===== config.mk =====
export PLATFORM = sky130hd
export DESIGN_NAME = chi_ctrl
export DESIGN_NICKNAME = d
export VERILOG_FILES = /design/src/hdl/chi_pkg.sv /design/src/hdl/chi_ctrl.sv
export SDC_FILE = /design/constraint.sdc
export NUM_CORES = 1
export LEC_CHECK = 0
export BUFFER_PORTS_ARGS = -buffer_cell sky130_fd_sc_hd__buf_2
export CORE_AREA = 2 2 39 41
export CTS_BUF_LIST = sky130_fd_sc_hd__clkbuf_16
export CTS_CLUSTER_DIAMETER = 100
export CTS_CLUSTER_SIZE = 16
export DETAILED_ROUTE_END_ITERATION = 7
export DIE_AREA = 0 0 41 43
export PLACE_DENSITY_LB_ADDON = 0.2
export SLEW_MARGIN = 5
export SYNTH_ARGS = -nofsm -noshare
export SYNTH_HDL_FRONTEND = slang
export SYNTH_SLANG_ARGS = --single-unit
export TNS_END_PERCENT = 50

===== constraint.sdc =====
create_clock -name clk -period 1.6 [get_ports clk]
set_input_delay 0.32 -clock clk [delete_from_list [all_inputs] [get_ports clk]]
set_output_delay 0.32 -clock clk [all_outputs]
set_load 0.005 [all_outputs]

===== src/hdl/chi_pkg.sv =====
// Package for the chained hash index: shared widths, operation codes and the
// command/status structs between controller and datapath. No dependencies.
package chi_pkg;

    localparam int KEY_W   = 32;
    localparam int ENTRY_W = 12;
    localparam int SLOT_W  = ENTRY_W + 1;   // valid flag plus entry number
    localparam int SIZE_W  = 13;
    localparam int CNT_W   = 32;

    typedef enum logic [1:0] {
        MODE_ADD   = 2'd0,
        MODE_FIRST = 2'd1,
        MODE_NEXT  = 2'd2,
        MODE_NOP   = 2'd3
    } chi_mode_t;

    typedef struct packed {
        logic load;
        logic mod_start;
        logic head_rd;
        logic link_rd;
        logic finish;
    } chi_cmd_t;

    typedef struct packed {
        logic clearing;
        logic mod_done;
        logic in_range;
    } chi_sts_t;

endpackage


===== src/hdl/chi_ctrl.sv =====
// Operation sequencer for the chained hash index.
// Drives the datapath by command struct and reads its status. Depends on chi_pkg.
module chi_ctrl
    import chi_pkg::*;
(
    input  logic        clk,
    input  logic        rst_n,
    input  logic        start,
    input  logic [1:0]  mode,
    input  chi_sts_t    sts,
    output chi_cmd_t    cmd,
    output logic        busy
);

    typedef enum logic [1:0] {
        S_IDLE,
        S_HASH,
        S_FIN
    } state_t;

    state_t state_reg;
    state_t state_next;

    always_comb
    begin
        state_next = state_reg;
        cmd        = '0;
        unique case (state_reg)
            S_IDLE:
            begin
                if (start && !sts.clearing)
                begin
                    cmd.load   = 1'b1;
                    state_next = S_FIN;
                    unique case (chi_mode_t'(mode))
                        MODE_ADD:
                        begin
                            if (sts.in_range)
                            begin
                                cmd.mod_start = 1'b1;
                                state_next    = S_HASH;
                            end
                        end
                        MODE_FIRST:
                        begin
                            cmd.mod_start = 1'b1;
                            state_next    = S_HASH;
                        end
                        MODE_NEXT:
                        begin
                            cmd.link_rd = sts.in_range;
                        end
                        MODE_NOP:
                        begin
                            state_next = S_FIN;
                        end
                    endcase
                end
            end
            S_HASH:
            begin
                if (sts.mod_done)
                begin
                    cmd.head_rd = 1'b1;
                    state_next  = S_FIN;
                end
            end
            S_FIN:
            begin
                cmd.finish = 1'b1;
                state_next = S_IDLE;
            end
            default:
            begin
                state_next = S_IDLE;
            end
        endcase
    end

    always_ff @(posedge clk or negedge rst_n)
    begin
        if (!rst_n)
        begin
            state_reg <= S_IDLE;
        end
        else
        begin
            state_reg <= state_next;
        end
    end

    assign busy = (state_reg != S_IDLE) || sts.clearing;

endmodule


==> results.yml <==
synth:
  synth.largest_area_cell: "dfrtp_1"
  synthArstFlopShare: 1.00
  yosysMostFrequentCell: "dfrtp_1"
  ys.flop_type: "dfrtp_1"
  syn-instance-count: 14
  synthTopCellsByArea: "dfrtp_1, or4b_4, and3b_2"
  synth_cell_types: 13
  synth_area_um2: 139
  syn_nets: 22
  synth_fa_ha_area_frac: 0
  synthMuxAreaShare: 0
  synth.avg_cell_area_um2: 9.92
  synth_seq_cells: 2
  synth_top_family_by_area: "simple AND/OR/NAND/NOR gates"
  synth-edff-count: 0
  ys_seq_area_frac: 0.360
  synthXorXnorAreaFrac: 0
  synth-compound-area-share: 0.171
  ys_warn_count: 0
  synth_simple_gate_area_share: 0.414
  synth_top_area_frac: 0.360
die:
  fp.coreArea_um2: 1380
  dieArea_um2: 1760
  die_w_um: 41
  die_h_um: 43
  num_rows: 14
  start_util: 0.100
  pin_count: 14
global_route:
  antenna_found_initial: 0
  gr-total-overflow: 0
  first_global_vias: 166
  grt_start_max_net_pins: 5
  grt_pass1_wl_um: 655
  grt_usage: 0.0603
worst_setup_path:
  path_class: "register to output port"
  cp_slowest_stage_delay_ns: 0.56
  cp-end-kind: "output port"
  crit_required_ns: 1.28
  crit_start: "state_reg[0]"
  worst_ep_arrival_time_ns: 1.39
  critPathMaxFanout: 4
  r2r_start: "state_reg[0]"
  path_cells: "or4b_4 -> nor3_2 -> buf_2"
  rrSetupSlack_ns: 0.43
  start_kind: "register"
  cpMaxStageDelayCell: "or4b_4"
  r2r_end: "state_reg[1]"
  critPathCapture: "cmd[1]"
  r2r_cells: 3
route:
  wirelength_um: 440
  first_iter_violations: 1
  ant_nets: 0
  vias: 174
  viasPerCell: 3.55
  detail_route.wl_per_cell_um: 8.98
  drc: 0
  drt_pass1_iterations: 2
power_and_ir_drop:
  cellPowerDensity_nw_per_um2: 1450
  clkPwrFrac: 0.762
  swShare: 0.155
  p_leak_nw: 0.183
  intPower_mw: 0.407
  switching_power_mw: 0.0748
  finalPower_mw: 0.482
  power_frac_seq: 0.120
  combPwrFrac: 0.118
  ir_drop_mv: 1.14
clocking:
  cts_tree: "done"
  root_buffer: "clkbuf_16"
  clkLatencyLatePin_ns: 0.22
  cts_max_path_buffers: 2
  clk_pin_slew_ns: 0.03
  clock-sinks: 2
  cts_max_level: 1
  cts_made_buffers: 3
finish:
  stdcell_count: 49
  final_nets: 43
  layout-area-overhead-vs-synth_pct: 139
  layout-drive-gt1-share: 0.727
  postLayoutCoreUtil: 0.240
  antennaDiodeCount: 0
  largest_reg_flops: 2
worst_hold_path:
  hold_path_class: "input pin to register"
  holdPathStages: 2
timing:
  fin_crit_sh: 1.07
  fmax_mhz: 585
  finalSetupViolCount: 3
  min_period_ns: 1.71
  rsz0062_at_grt: "true"
  slew_violations: 0
  relSlewSlack: 0.839
  finalHoldViolCount: 0
  worst_clock_skew_ns: 0.00280
  worst_slew_pin_slew_ns: 0.241
  worst_slack_ns: -0.111
status:
  status: "complete, but fails checks"
  violations: "negative setup slack"
placement:
  gp_congestion: 0.525
  hpwl_um: 341
  dp.cells: 44
  io_buffers: 13
flow_run:
  drv_cap: 0
## worst min path at each step
| stage | from | end | slack (ns) |
|---|---|---|---|
| 2_1_floorplan | rst_n | state_reg[0] | 0.02 |
| 3_3_place_gp | rst_n | state_reg[0] | 0.11 |
| 3_5_place_dp | rst_n | state_reg[0] | 0.11 |
| 4_1_cts | sts[1] | state_reg[0] | 0.30 |
| 5_1_grt | sts[1] | state_reg[0] | 0.31 |
| 6_report | sts[1] | state_reg[0] | 0.30 |
## critical path, delay by kind of cell, from the launching register on
kind | cells | cell delay, ns
flops | 1 | 0.37
simple gates | 2 | 0.67
buf+inv | 1 | 0.13
## final cells by class
| type | count | area (µm²) |
|---|---|---|
| Sequential cell | 2 | 50.0 |
| Timing Repair Buffer | 16 | 93.8 |
| Clock buffer | 3 | 75.1 |
| Tap cell | 16 | 20.0 |
| Inverter | 2 | 7.51 |
| Fill cell | 148 | 1050 |
| Multi-Input combinational cell | 10 | 85.1 |
## per-stage QoR
step           cell area, µm²  setup slack, ns  hold WS, ns  TNS [ns]
5_1_grt                   332           -0.163        0.313    -0.391
4_1_cts                   332           -0.134        0.302    -0.331
2_1_floorplan             139            0.179       0.0244         0
3_3_place_gp              231          0.00881        0.108         0
6_report                  332           -0.111        0.302    -0.261
3_5_place_dp              231          0.00334        0.111         0
## placed cells by master, fill, tap and decap left out, drive strengths merged
cell / instances
and3b: 1
or3: 1
clkbuf: 3
o21bai: 1
dlygate4sd3: 1
nand2: 1
buf: 15
and2b: 1
o32ai: 1
a21o: 1
nor2: 1
dfrtp: 2
nor3: 1
inv: 2
or4b: 1
## power by group through the flow
stage | combinational, mW | clock (mW) | sequential (mW)
3_5_place_dp | 0.0467 | 0 | 0.0595
6_report | 0.0569 | 0.367 | 0.0580
4_1_cts | 0.0569 | 0.372 | 0.0581
5_1_grt | 0.0637 | 0.386 | 0.0583
3_3_place_gp | 0.0464 | 0 | 0.0594
2_1_floorplan | 0.0218 | 0 | 0.0592
## metal layers
metal / share of wire / track usage / routed length (µm)
met1: 0.51 / 0.0839 / 226
met2: 0.32 / 0.0563 / 142
met3: 0.16 / 0.0681 / 71
met4: 0 / 0.0200 / 0
met5: 0 / 0 / 0
## kinds of logic (layout without fill, tap and decap cells)
family | Yosys count | in the layout
flops | 2 | 2
simple gates | 7 | 7
buf+inv | 2 | 21
compound gates | 3 | 3
## timing repair
action	CTS	global route
endpoints found under the hold margin	2	0
pin swaps	3	1
cloned	0	0
setup endpoints to repair	4	3
buffers inserted	1	0
resized for setup	2	0
hold buffers	1	0
(Power assumes the default switching activity.)
